## src/hw/rtl/mss_pkg.sv

```systemverilog
// Shared types, codes and reset values for the motor setpoint sequencer.
`timescale 1ns / 1ps

package mss_pkg;

  // Field widths
  localparam int unsigned OP_W    = 2;
  localparam int unsigned EMF_W   = 15;
  localparam int unsigned CUR_W   = 13;
  localparam int unsigned MODE_W  = 3;
  localparam int unsigned CNT_W   = 12;
  localparam int unsigned CFG_IDX_W  = 3;
  localparam int unsigned CFG_DATA_W = 15;

  // Soft start adds target / 2**SOFT_SHIFT per tick
  localparam int unsigned SOFT_SHIFT = 4;

  // Event codes
  localparam logic [OP_W-1:0] OP_CLICK = 2'd0;
  localparam logic [OP_W-1:0] OP_HOLD  = 2'd1;
  localparam logic [OP_W-1:0] OP_TICK  = 2'd2;

  // Mode codes
  localparam logic [MODE_W-1:0] MODE_STOP   = 3'd0;
  localparam logic [MODE_W-1:0] MODE_START  = 3'd1;
  localparam logic [MODE_W-1:0] MODE_STAB   = 3'd2;
  localparam logic [MODE_W-1:0] MODE_STALL  = 3'd3;
  localparam logic [MODE_W-1:0] MODE_TUNE_P = 3'd4;
  localparam logic [MODE_W-1:0] MODE_TUNE_I = 3'd5;

  // Configuration register indexes
  localparam logic [CFG_IDX_W-1:0] CFG_RAMP_STEP     = 3'd0;
  localparam logic [CFG_IDX_W-1:0] CFG_MIN_BACK_EMF  = 3'd1;
  localparam logic [CFG_IDX_W-1:0] CFG_CURRENT_LIMIT = 3'd2;
  localparam logic [CFG_IDX_W-1:0] CFG_CURRENT_SENSE = 3'd3;
  localparam logic [CFG_IDX_W-1:0] CFG_STALL_TICKS   = 3'd4;

  // Configuration reset values
  localparam logic [EMF_W-1:0] RST_RAMP_STEP     = 15'd100;
  localparam logic [EMF_W-1:0] RST_MIN_BACK_EMF  = 15'd800;
  localparam logic [CUR_W-1:0] RST_CURRENT_LIMIT = 13'd3000;
  localparam logic             RST_CURRENT_SENSE = 1'b1;
  localparam logic [CNT_W-1:0] RST_STALL_TICKS   = 12'd100;

  typedef struct packed {
    logic [EMF_W-1:0] ramp_step;
    logic [EMF_W-1:0] min_back_emf;
    logic [CUR_W-1:0] current_limit;
    logic             current_sense_on;
    logic [CNT_W-1:0] stall_ticks;
  } cfg_t;

  typedef struct packed {
    logic [OP_W-1:0]  operation;
    logic [EMF_W-1:0] target_emf;
    logic [EMF_W-1:0] back_emf;
    logic [CUR_W-1:0] motor_current;
  } item_t;

  typedef struct packed {
    logic [EMF_W-1:0]  setpoint;
    logic [MODE_W-1:0] mode;
    logic              stall_entered;
  } res_t;

endpackage

```

## src/hw/rtl/mss_if.sv

```systemverilog
// Valid/ready channel interfaces for event items and results.
`timescale 1ns / 1ps

interface mss_cmd_if;
  logic                      valid;
  logic                      ready;
  logic [mss_pkg::OP_W-1:0]  operation;
  logic [mss_pkg::EMF_W-1:0] target_emf;
  logic [mss_pkg::EMF_W-1:0] back_emf;
  logic [mss_pkg::CUR_W-1:0] motor_current;

  modport source (output valid, operation, target_emf, back_emf, motor_current,
                  input ready);
  modport sink (input valid, operation, target_emf, back_emf, motor_current,
                output ready);
endinterface

interface mss_res_if;
  logic                       valid;
  logic                       ready;
  logic [mss_pkg::EMF_W-1:0]  setpoint;
  logic [mss_pkg::MODE_W-1:0] mode;
  logic                       stall_entered;

  modport source (output valid, setpoint, mode, stall_entered, input ready);
  modport sink (input valid, setpoint, mode, stall_entered, output ready);
endinterface

```

## src/hw/rtl/motor_setpoint_sequencer.sv

```systemverilog
// Top level of the motor setpoint sequencer.
//
//  channel  | dir | handshake     | payload
//  ---------+-----+---------------+--------------------------------------------
//  cmd      | in  | valid/ready   | operation, target_emf, back_emf, motor_current
//  result   | out | valid/ready   | setpoint, mode, stall_entered
//  cfg      | in  | cfg_we        | cfg_index, cfg_data
//
// One event per cycle sustained while result.ready holds; a result turns valid
// once its event has passed the input register, then the result register.
// The state update sits between the input register and the result register.
// A stalled result holds while one more event waits in the input register.
// Reset is synchronous and clears both stages and the mode/setpoint state.
`timescale 1ns / 1ps

module motor_setpoint_sequencer (
  input  logic                           clk,
  input  logic                           rst,
  mss_cmd_if.sink                        cmd,
  mss_res_if.source                      result,
  input  logic                           cfg_we,
  input  logic [mss_pkg::CFG_IDX_W-1:0]  cfg_index,
  input  logic [mss_pkg::CFG_DATA_W-1:0] cfg_data
);
  import mss_pkg::*;

  cfg_t  cfg;
  item_t in_item;
  logic  in_valid;
  res_t  step_res;
  res_t  out_res;
  logic  out_valid;
  logic  adv;

  // The held event moves into the result register when that frees up
  assign adv       = in_valid && (!out_valid || result.ready);
  assign cmd.ready = !in_valid || adv;

  mss_cfg u_cfg (
    .clk       (clk),
    .rst       (rst),
    .cfg_we    (cfg_we),
    .cfg_index (cfg_index),
    .cfg_data  (cfg_data),
    .cfg       (cfg)
  );

  // Input register
  always_ff @(posedge clk) begin
    if (rst) begin
      in_valid <= 1'b0;
    end else if (cmd.ready) begin
      in_valid <= cmd.valid;
    end
  end

  always_ff @(posedge clk) begin
    if (cmd.ready && cmd.valid) begin
      in_item.operation     <= cmd.operation;
      in_item.target_emf    <= cmd.target_emf;
      in_item.back_emf      <= cmd.back_emf;
      in_item.motor_current <= cmd.motor_current;
    end
  end

  mss_step u_step (
    .clk  (clk),
    .rst  (rst),
    .adv  (adv),
    .item (in_item),
    .cfg  (cfg),
    .res  (step_res)
  );

  // Result register
  always_ff @(posedge clk) begin
    if (rst) begin
      out_valid <= 1'b0;
    end else if (adv) begin
      out_valid <= 1'b1;
    end else if (result.ready) begin
      out_valid <= 1'b0;
    end
  end

  always_ff @(posedge clk) begin
    if (adv) begin
      out_res <= step_res;
    end
  end

  assign result.valid         = out_valid;
  assign result.setpoint      = out_res.setpoint;
  assign result.mode          = out_res.mode;
  assign result.stall_entered = out_res.stall_entered;

endmodule

```

## src/hw/rtl/mss_cfg.sv

```systemverilog
// Configuration register file, write only.
`timescale 1ns / 1ps

module mss_cfg (
  input  logic                               clk,
  input  logic                               rst,
  input  logic                               cfg_we,
  input  logic [mss_pkg::CFG_IDX_W-1:0]      cfg_index,
  input  logic [mss_pkg::CFG_DATA_W-1:0]     cfg_data,
  output mss_pkg::cfg_t                      cfg
);
  import mss_pkg::*;

  // Register writes; unknown indexes are dropped
  always_ff @(posedge clk) begin
    if (rst) begin
      cfg.ramp_step        <= RST_RAMP_STEP;
      cfg.min_back_emf     <= RST_MIN_BACK_EMF;
      cfg.current_limit    <= RST_CURRENT_LIMIT;
      cfg.current_sense_on <= RST_CURRENT_SENSE;
      cfg.stall_ticks      <= RST_STALL_TICKS;
    end else if (cfg_we) begin
      unique case (cfg_index)
        CFG_RAMP_STEP:     cfg.ramp_step        <= cfg_data[EMF_W-1:0];
        CFG_MIN_BACK_EMF:  cfg.min_back_emf     <= cfg_data[EMF_W-1:0];
        CFG_CURRENT_LIMIT: cfg.current_limit    <= cfg_data[CUR_W-1:0];
        CFG_CURRENT_SENSE: cfg.current_sense_on <= cfg_data[0];
        CFG_STALL_TICKS:   cfg.stall_ticks      <= cfg_data[CNT_W-1:0];
        default: ;
      endcase
    end
  end

endmodule

```

## src/hw/rtl/mss_step.sv

```systemverilog
// Mode, setpoint and stall counter state with the per-event update logic.
`timescale 1ns / 1ps

module mss_step (
  input  logic           clk,
  input  logic           rst,
  input  logic           adv,
  input  mss_pkg::item_t item,
  input  mss_pkg::cfg_t  cfg,
  output mss_pkg::res_t  res
);
  import mss_pkg::*;

  logic [MODE_W-1:0] mode;
  logic [MODE_W-1:0] mode_next;
  logic [EMF_W-1:0]  setpoint;
  logic [EMF_W-1:0]  setpoint_next;
  logic [CNT_W-1:0]  stall_count;
  logic [CNT_W-1:0]  stall_count_next;
  logic              entered;

  logic [EMF_W:0]    soft_sum;
  logic [EMF_W:0]    ramp_up;
  logic [EMF_W-1:0]  over;
  logic [CNT_W-1:0]  cnt_inc;
  logic              stall_hit;

  // Arithmetic shared by the tick arms
  always_comb begin
    soft_sum = {1'b0, setpoint} + {{(SOFT_SHIFT + 1){1'b0}}, item.target_emf[EMF_W-1:SOFT_SHIFT]};
    ramp_up  = {1'b0, setpoint} + {1'b0, cfg.ramp_step};
    over     = setpoint - item.target_emf;
    cnt_inc  = stall_count + CNT_W'(1);
    stall_hit = cfg.current_sense_on ? (item.motor_current > cfg.current_limit)
                                     : (item.back_emf < cfg.min_back_emf);
  end

  // Next state for one event
  always_comb begin
    mode_next        = mode;
    setpoint_next    = setpoint;
    stall_count_next = stall_count;
    entered          = 1'b0;
    unique case (item.operation)
      OP_CLICK: begin
        if (mode == MODE_STOP) begin
          mode_next = MODE_START;
        end else if (mode != MODE_TUNE_P && mode != MODE_TUNE_I) begin
          mode_next     = MODE_STOP;
          setpoint_next = '0;
        end
      end
      OP_HOLD: begin
        unique case (mode)
          MODE_START, MODE_STAB, MODE_STALL: begin
            mode_next     = MODE_TUNE_P;
            setpoint_next = item.target_emf;
          end
          MODE_TUNE_P: mode_next = MODE_TUNE_I;
          MODE_TUNE_I: mode_next = MODE_STAB;
          default: ;
        endcase
      end
      OP_TICK: begin
        unique case (mode)
          MODE_START: begin
            if (soft_sum >= {1'b0, item.target_emf}) begin
              mode_next     = MODE_STAB;
              setpoint_next = item.target_emf;
            end else begin
              setpoint_next = soft_sum[EMF_W-1:0];
            end
          end
          MODE_STAB: begin
            // Ramp toward target, then check for stall
            if (setpoint < item.target_emf) begin
              setpoint_next = (ramp_up < {1'b0, item.target_emf}) ? ramp_up[EMF_W-1:0]
                                                                  : item.target_emf;
            end else if (setpoint > item.target_emf) begin
              setpoint_next = (over > cfg.ramp_step) ? (setpoint - cfg.ramp_step)
                                                     : item.target_emf;
            end
            if (stall_hit) begin
              mode_next        = MODE_STALL;
              setpoint_next    = '0;
              stall_count_next = '0;
              entered          = 1'b1;
            end
          end
          MODE_STALL: begin
            if (cnt_inc >= cfg.stall_ticks) begin
              mode_next        = MODE_STOP;
              stall_count_next = '0;
            end else begin
              stall_count_next = cnt_inc;
            end
          end
          default: ;
        endcase
      end
      default: ;
    endcase
  end

  // State registers, advanced once per event
  always_ff @(posedge clk) begin
    if (rst) begin
      mode        <= MODE_STOP;
      setpoint    <= '0;
      stall_count <= '0;
    end else if (adv) begin
      mode        <= mode_next;
      setpoint    <= setpoint_next;
      stall_count <= stall_count_next;
    end
  end

  assign res.setpoint      = setpoint_next;
  assign res.mode          = mode_next;
  assign res.stall_entered = entered;

endmodule

```

## src/flat_wrapper.sv

```systemverilog
// flat-port wrapper written by rule: the top's interface ports become plain ports
module motor_setpoint_sequencer_flat import mss_pkg::*;
  (clk, rst, cfg_we, cfg_index, cfg_data, cmd_valid, cmd_operation, cmd_target_emf, cmd_back_emf, cmd_motor_current, cmd_ready, result_valid, result_setpoint, result_mode, result_stall_entered, result_ready);
  mss_cmd_if cmd_i ();
  mss_res_if result_i ();
  input  logic clk;
  input  logic rst;
  input  logic cfg_we;
  input  logic [mss_pkg::CFG_IDX_W-1:0] cfg_index;
  input  logic [mss_pkg::CFG_DATA_W-1:0] cfg_data;
  input wire logic [$bits(cmd_i.valid)-1:0] cmd_valid;
  input wire logic [$bits(cmd_i.operation)-1:0] cmd_operation;
  input wire logic [$bits(cmd_i.target_emf)-1:0] cmd_target_emf;
  input wire logic [$bits(cmd_i.back_emf)-1:0] cmd_back_emf;
  input wire logic [$bits(cmd_i.motor_current)-1:0] cmd_motor_current;
  output wire logic [$bits(cmd_i.ready)-1:0] cmd_ready;
  output wire logic [$bits(result_i.valid)-1:0] result_valid;
  output wire logic [$bits(result_i.setpoint)-1:0] result_setpoint;
  output wire logic [$bits(result_i.mode)-1:0] result_mode;
  output wire logic [$bits(result_i.stall_entered)-1:0] result_stall_entered;
  input wire logic [$bits(result_i.ready)-1:0] result_ready;
  assign cmd_i.valid = cmd_valid;
  assign cmd_i.operation = cmd_operation;
  assign cmd_i.target_emf = cmd_target_emf;
  assign cmd_i.back_emf = cmd_back_emf;
  assign cmd_i.motor_current = cmd_motor_current;
  assign cmd_ready = cmd_i.ready;
  assign result_valid = result_i.valid;
  assign result_setpoint = result_i.setpoint;
  assign result_mode = result_i.mode;
  assign result_stall_entered = result_i.stall_entered;
  assign result_i.ready = result_ready;
  motor_setpoint_sequencer u_core (.clk(clk), .rst(rst), .cmd(cmd_i), .result(result_i), .cfg_we(cfg_we), .cfg_index(cfg_index), .cfg_data(cfg_data));
endmodule
```

## config.mk

```make
export PLATFORM = sky130hd
export DESIGN_NAME = motor_setpoint_sequencer_flat
export DESIGN_NICKNAME = d
export VERILOG_FILES = /design/src/hw/rtl/mss_pkg.sv /design/src/hw/rtl/mss_if.sv /design/src/hw/rtl/motor_setpoint_sequencer.sv /design/src/hw/rtl/mss_cfg.sv /design/src/hw/rtl/mss_step.sv /design/src/flat_wrapper.sv
export SDC_FILE = /design/constraint.sdc
export NUM_CORES = 1
export LEC_CHECK = 0
export BUFFER_PORTS_ARGS = -buffer_cell sky130_fd_sc_hd__buf_2
export CAP_MARGIN = 20
export CORE_MARGIN = 2
export CORE_UTILIZATION = 55
export CTS_BUF_LIST = sky130_fd_sc_hd__clkbuf_8
export DETAILED_ROUTE_END_ITERATION = 6
export GPL_TIMING_DRIVEN = 0
export PLACE_DENSITY = 0.77
export SYNTH_ARGS = -nofsm -noshare
export SYNTH_HDL_FRONTEND = slang
export SYNTH_SLANG_ARGS = --single-unit
```

## constraint.sdc

```tcl
create_clock -name clk -period 5.2 [get_ports clk]
set_clock_uncertainty 0.15 [all_clocks]
set_input_delay 0.52 -clock clk [delete_from_list [all_inputs] [get_ports clk]]
set_output_delay 0.52 -clock clk [all_outputs]
set_load 0.05 [all_outputs]
```

; ---- Word-level counts from Yosys, hierarchy flattened
; Cells that the tools add are included.
[word_totals]
register_bits = 152
latch_bits = 0
ramBits = 0
rom_bits = 0
in_bits = 68
out_inout_bits = 21
elab_cells = 90
mem_count = 0
[classes]
addsub = 5
n_mul = 0
n_div = 0
n_lt_le_gt_ge = 8
eq_ne = 14
n_shift = 0
muxes = 26
bitwise = 0
reduce_logical = 20
[op_table]
columns = cell, n
row1 = two-way mux 15 bit, 9
row2 = one-hot mux 15 bit (3 select lines), 1
row3 = > comparator 15 bit, 2
row4 = less-than comparator 15 bit, 2
row5 = one-hot mux 15 bit (2 select lines), 1
row6 = subtractor 15 bit, 2
row7 = one-hot mux 3 bit (3 select lines), 3
row8 = two-way mux 12 bit, 2
row9 = one-hot mux 12 bit (2 select lines), 1
row10 = adder 15 x 11 -> 16 bit, 1
row11 = adder 15 x 15 -> 16 bit, 1
row12 = >= comparator 16 x 15 -> 1 bit, 1
row13 = less-than comparator 16 x 15 -> 1 bit, 1
row14 = two-way mux 3 bit, 5
row15 = > comparator 13 bit, 1
row16 = "adder 12 x 1 -> 12 bit, second input constant", 1
row17 = "equality test 3 x 2 -> 1 bit, second input constant", 4
row18 = >= comparator 12 bit, 1
row19 = AND reduction 2 bit, 6
row20 = "equality test 3 bit, second input constant", 3
row21 = "equality test 3 x 1 -> 1 bit, second input constant", 2
row22 = logical NOT 3 bit, 2
row23 = "inequality test 3 bit, second input constant", 2
row24 = two-way mux 1 bit, 4
row25 = other kinds (10), 15

; ---- Depth between registers and ports, before layout
[depth]
ltp_word = 8
mapped_depth = 23
ltp_nobuf = 22

; ---- Cells and area by module
; Synthesis repeated with hierarchy kept, for this count alone.
[hier_totals]
hier_cells = 1386
hier_area_um2 = 12131.6
[by_module_without_submodules]
columns = mod, instances, cells_per_inst, area_per_inst_um2, seq_area_each_um2
row1 = mss_step, 1, 1094, 7790.0, 600.6
row2 = mss_cfg, 1, 218, 2316.0, 1121.1
row3 = motor_setpoint_sequencer, 1, 74, 2025.7, 1961.9

; ---- Least setup slack after synthesis
; Ideal clock, no wire load.
[synth_timing]
path_type = register to register
start = reg u_core.u_step.setpoint[0]
end = reg u_core.out_res, in the netlist u_core.result.setpoint[10], data pin
setup_ns = 0.262
t_arrival_ns = 4.733
required_time_ns = 4.788
path_slack_ns = 0.055
path_stages_with_launch = 23
path_buffers = 1
synth_period_minus_slack_ns = 5.145
path_cell_list = dfxtp_1 -> inv_1 -> ha_1 -> inv_1 -> fa_1 -> a21o_1 -> a21oi_1 -> o21bai_1 -> a21o_1 -> a21oi_1 -> o22ai_1 -> o41ai_2 -> or4b_2 -> o311ai_0 -> ha_1 -> nand4_1 -> a41o_1 -> a21oi_2 -> buf_2 -> mux2i_1 -> a211oi_1 -> o31ai_1 -> nand2_1
[synth_rtl]
columns = item, line_no
row1 = "start, declared", mss_step.sv:16  ; logic [EMF_W-1:0] setpoint;
row2 = "start signal, assigned", mss_step.sv:113  ; setpoint <= setpoint_next;
row3 = "end signal, assigned", motor_setpoint_sequencer.sv:88  ; out_res <= step_res;
row4 = "end, declared", motor_setpoint_sequencer.sv:31  ; res_t out_res;

==> results_dict.tcl <==
set metrics [dict create \
    nNetsFinal 1715 \
    syn_area_um2 11600 \
    cp.required_ns 5.27 \
    cts.sinks 152 \
    grt_pass1_wl_mm 56.0 \
    ys_seq_area_share_pct 31.8 \
    post-route-util_pct 64.1 \
    pwr-share-clk_pct 28.5 \
    ys_seq_elements 152 \
    overflow 0 \
    critical_path.max_fanout 8 \
    drive_above_1_share_pct 15.7 \
    worst-path-stages 21 \
    fp.coreArea_um2 20800 \
    worst_setup_path_start_kind "flop" \
    io_buffers 88 \
    synth_top_flop_cell "dfxtp_1" \
    rsz0062_at_grt "true" \
    clk_pin_slew_ns 0.11 \
    io_pins 89 \
    antenna_found_initial 0 \
    dr_wl_met2_mm 16.7 \
    period_minus_slack_ns 5.12 \
    cts_tree "built" \
    rr_worst_depth 21 \
    multi_input_area_um2 7580 \
    m1WireLength_mm 14.8 \
    switching_share_pct 36.0 \
    cp_common_cell "a21oi_2" \
    dp.final_hpwl_mm 27.8 \
    top_layer "met4" \
    crit_path_top_delay_cell "or4b_4" \
    drt_iter0_drc 896 \
    cpPeakStageDelay_ns 0.47 \
    yosys_warnings 0 \
    ant_nets 0 \
    cap_violations 0 \
    critical_path_class "flop to flop" \
    route.met3.wl_mm 2.81 \
    drc_errors 0 \
    tightest_slew_ns 1.15 \
    final-hold-violation-count 0 \
    die_w_um 149 \
    powerDensity_nw_per_um2 245 \
    synthDistinctLibCells 80 \
    num_rows 53 \
    grt_max_degree 37 \
    fin_crit_sh_pct 98.6 \
    grt_usage_pct 32.6 \
    vdd_drop_max_mv 0.224 \
    rrSetupSlack_ns 0.08 \
    path_buf_inv 3 \
    synthArstFlopShare_pct 0 \
    pre_cts_slack_ns -1.02 \
    fin_ws_ns 0.0753 \
    drtPass1Iterations 6 \
    cts_buffers 17 \
    cts_max_level 4 \
    clk_latency_ns 0.48 \
    via_per_inst 6.19 \
    crit_chain "inv_1, fa_2, a21o_1, a21oi_2, o21bai_1, a21o_1, a21oi_2, o22ai_2, o41ai_2, buf_4, or4b_4, o311ai_4, ha_4, nand4_1, a41o_1, a21oi_4, buf_8, mux2i_2, o32ai_2, a22oi_2, a21oi_2" \
    syn_nets 1579 \
    syn_inst 1368 \
    die_area_um2 22200 \
    p_sw_uw 1180 \
    seqPwrFrac_pct 41.3 \
    maxSlewHeadroom_pct 22.3 \
    avgSynthCellArea_um2 8.47 \
    wirelength_mm 36.0 \
    crit_family "compound AO/OA/AOI/OAI gates" \
    diodes 0 \
    clockBufferDepth 2 \
    status "complete, no violations" \
    arrival_ns 5.19 \
    worstHoldPathType "primary input to flop" \
    synth_edf_count 64 \
    drv_slew 0 \
    seqCellArea_um2 3690 \
    post_drt_wl_per_cell_um 20.1 \
    routabilityCongestion 1.01 \
    power_frac_comb_pct 30.3 \
    vias 11100 \
    initial_utilization_pct 55.6 \
    die_y_um 149 \
    syn2layout_area_growth_pct 15.2 \
    p_leak_uw 0.00576 \
    finalSetupViolations 0 \
    critPathCaptureType "flop" \
    hold_path_depth 1 \
    grt_pass1_vias 10600 \
    nFillCells 1815 \
    fmax_ghz 0.195 \
    tns_ns 0 \
    cts_root_buf "clkbuf_8" \
    p_int_uw 2090 \
]
## power by group through the flow
| stage | clock network, uW | registers (uW) | logic, uW |
|---|---|---|---|
| after floorplan | 0 | 1380 | 584 |
| after global placement | 0 | 1370 | 833 |
| after detailed placement | 0 | 1370 | 854 |
| after CTS | 929 | 1350 | 918 |
| after global routing | 983 | 1350 | 1080 |
| final | 930 | 1350 | 990 |
## cell usage in the layout (no fill, tap or decap), types with 8 or more instances in the layout
master and count:
a211o_1 8, a211oi_1 21, a21o_1 28, a21oi_1 147, a21oi_2 8, a31oi_1 8
and3_1 13, buf_2 95, buf_4 24, clkbuf_1 43, clkbuf_8 17, dfxtp_1 85
edfxtp_1 64, ha_1 136, inv_1 94, mux2i_1 26, nand2_1 143, nand2b_1 19
nand3_1 18, nand3b_1 10, nand4_1 14, nor2_1 119, nor2b_1 18, nor3_1 14
o211ai_1 21, o21a_1 11, o21ai_0 50, o21bai_1 9, xnor2_1 38, xor2_1 18
## through the flow
step / total power (uW) / area, um2 / hold slack [ns] / cells
after floorplan: 1970 / 11600 / 0.286 / 1368
after global placement: 2210 / 12400 / 0.292 / 1731
after detailed placement: 2230 / 12400 / 0.300 / 1733
after CTS: 3190 / 13100 / 0.0505 / 1779
after global routing: 3410 / 13300 / 0.0359 / 1792
final: 3270 / 13300 / 0.0550 / 1792
## synthesized netlist by cell type, types with 7 or more instances
library cell / instances / area, um2
buf_2: 8 / 40.0
ha_1: 139 / 1740
o21a_1: 11 / 82.6
a31oi_1: 8 / 50.1
clkbuf_1: 45 / 169
a211o_1: 8 / 70.1
nand3b_1: 10 / 75.1
inv_1: 97 / 364
o21ai_0: 58 / 290
and3_1: 13 / 81.3
xor2_1: 18 / 158
nor2_1: 120 / 450
dfxtp_1: 88 / 1760
a21o_1: 28 / 210
o31ai_1: 14 / 105
mux2i_1: 29 / 290
nand3_1: 18 / 90.1
a2bb2oi_1: 7 / 61.3
nand4_1: 14 / 87.6
nand2b_1: 19 / 119
o32ai_1: 8 / 70.1
o211ai_1: 21 / 158
nor2b_1: 19 / 119
nor3_1: 18 / 90.1
nand2_1: 144 / 541
o21bai_1: 9 / 67.6
a211oi_1: 28 / 210
xnor2_1: 38 / 333
a21oi_1: 155 / 776
edfxtp_1: 64 / 1920
## state kept, by name (all words and copies together) (netlist names)
register	cells
u_core.result.stall_entered	1
u_core.u_step.mode	3
u_core.u_cfg.cfg	56
u_core.u_step.stall_count	12
u_core.result.setpoint	15
u_core.in_valid	1
u_core.result.valid	1
u_core.in_item	45
u_core.result.mode	3
u_core.u_step.setpoint	15
## per-layer routing
layer	track usage, %	vias to the layer above
met5	0	-
met2	54.4	522
met3	6.64	146
met4	14.0	0
met1	41.0	5166
li1	-	5267
## worst paths after layout
path | from | to
setup / recovery | u_core.in_item[29] | u_core.result.setpoint[6]
hold / removal | cmd_motor_current[12] | u_core.in_item[12]
setup reg to reg | u_core.in_item[29] | u_core.result.setpoint[6]
hold reg to reg | u_core.u_cfg.cfg[32] | u_core.u_cfg.cfg[32]
## layout make-up
class,count,area share (%)
clock buffer,17,1.75
sequential,152,27.7
multi-input combinational,1057,56.8
inverter,99,2.80
tap,275,2.58
buffer,60,1.99
timing repair buffer,117,5.17
clock inverter,15,1.20
## worst reg2reg max path, delay by kind of cell (launching register included)
family / cells / cell delay, ns
and+or+nand+nor: 2 / 0.62
AOI/OAI and AO/OA: 13 / 2.37
muxes: 1 / 0.23
adders and majority gates: 2 / 0.56
DFF: 1 / 0.44
buffers and inverters: 3 / 0.52
## timing repair
action	in CTS	in global routing
setup buffers	14	13
gates resized for setup	42	47
pin swaps	12	34
hold buffers	0	0
endpoints found under the setup margin	34	32
cloned	0	0
## logic make-up after synthesis
| kind of cell | Yosys count | synth area share [%] |
|---|---|---|
| flops | 152 | 31.8 |
| buf+inv | 159 | 5.32 |
| xor+xnor | 56 | 4.24 |
| compound gates | 421 | 23.9 |
| fa+ha+maj | 143 | 15.7 |
| mux | 32 | 2.80 |
| simple gates | 405 | 16.3 |
Note: power is estimated with default switching activity, not from simulation.
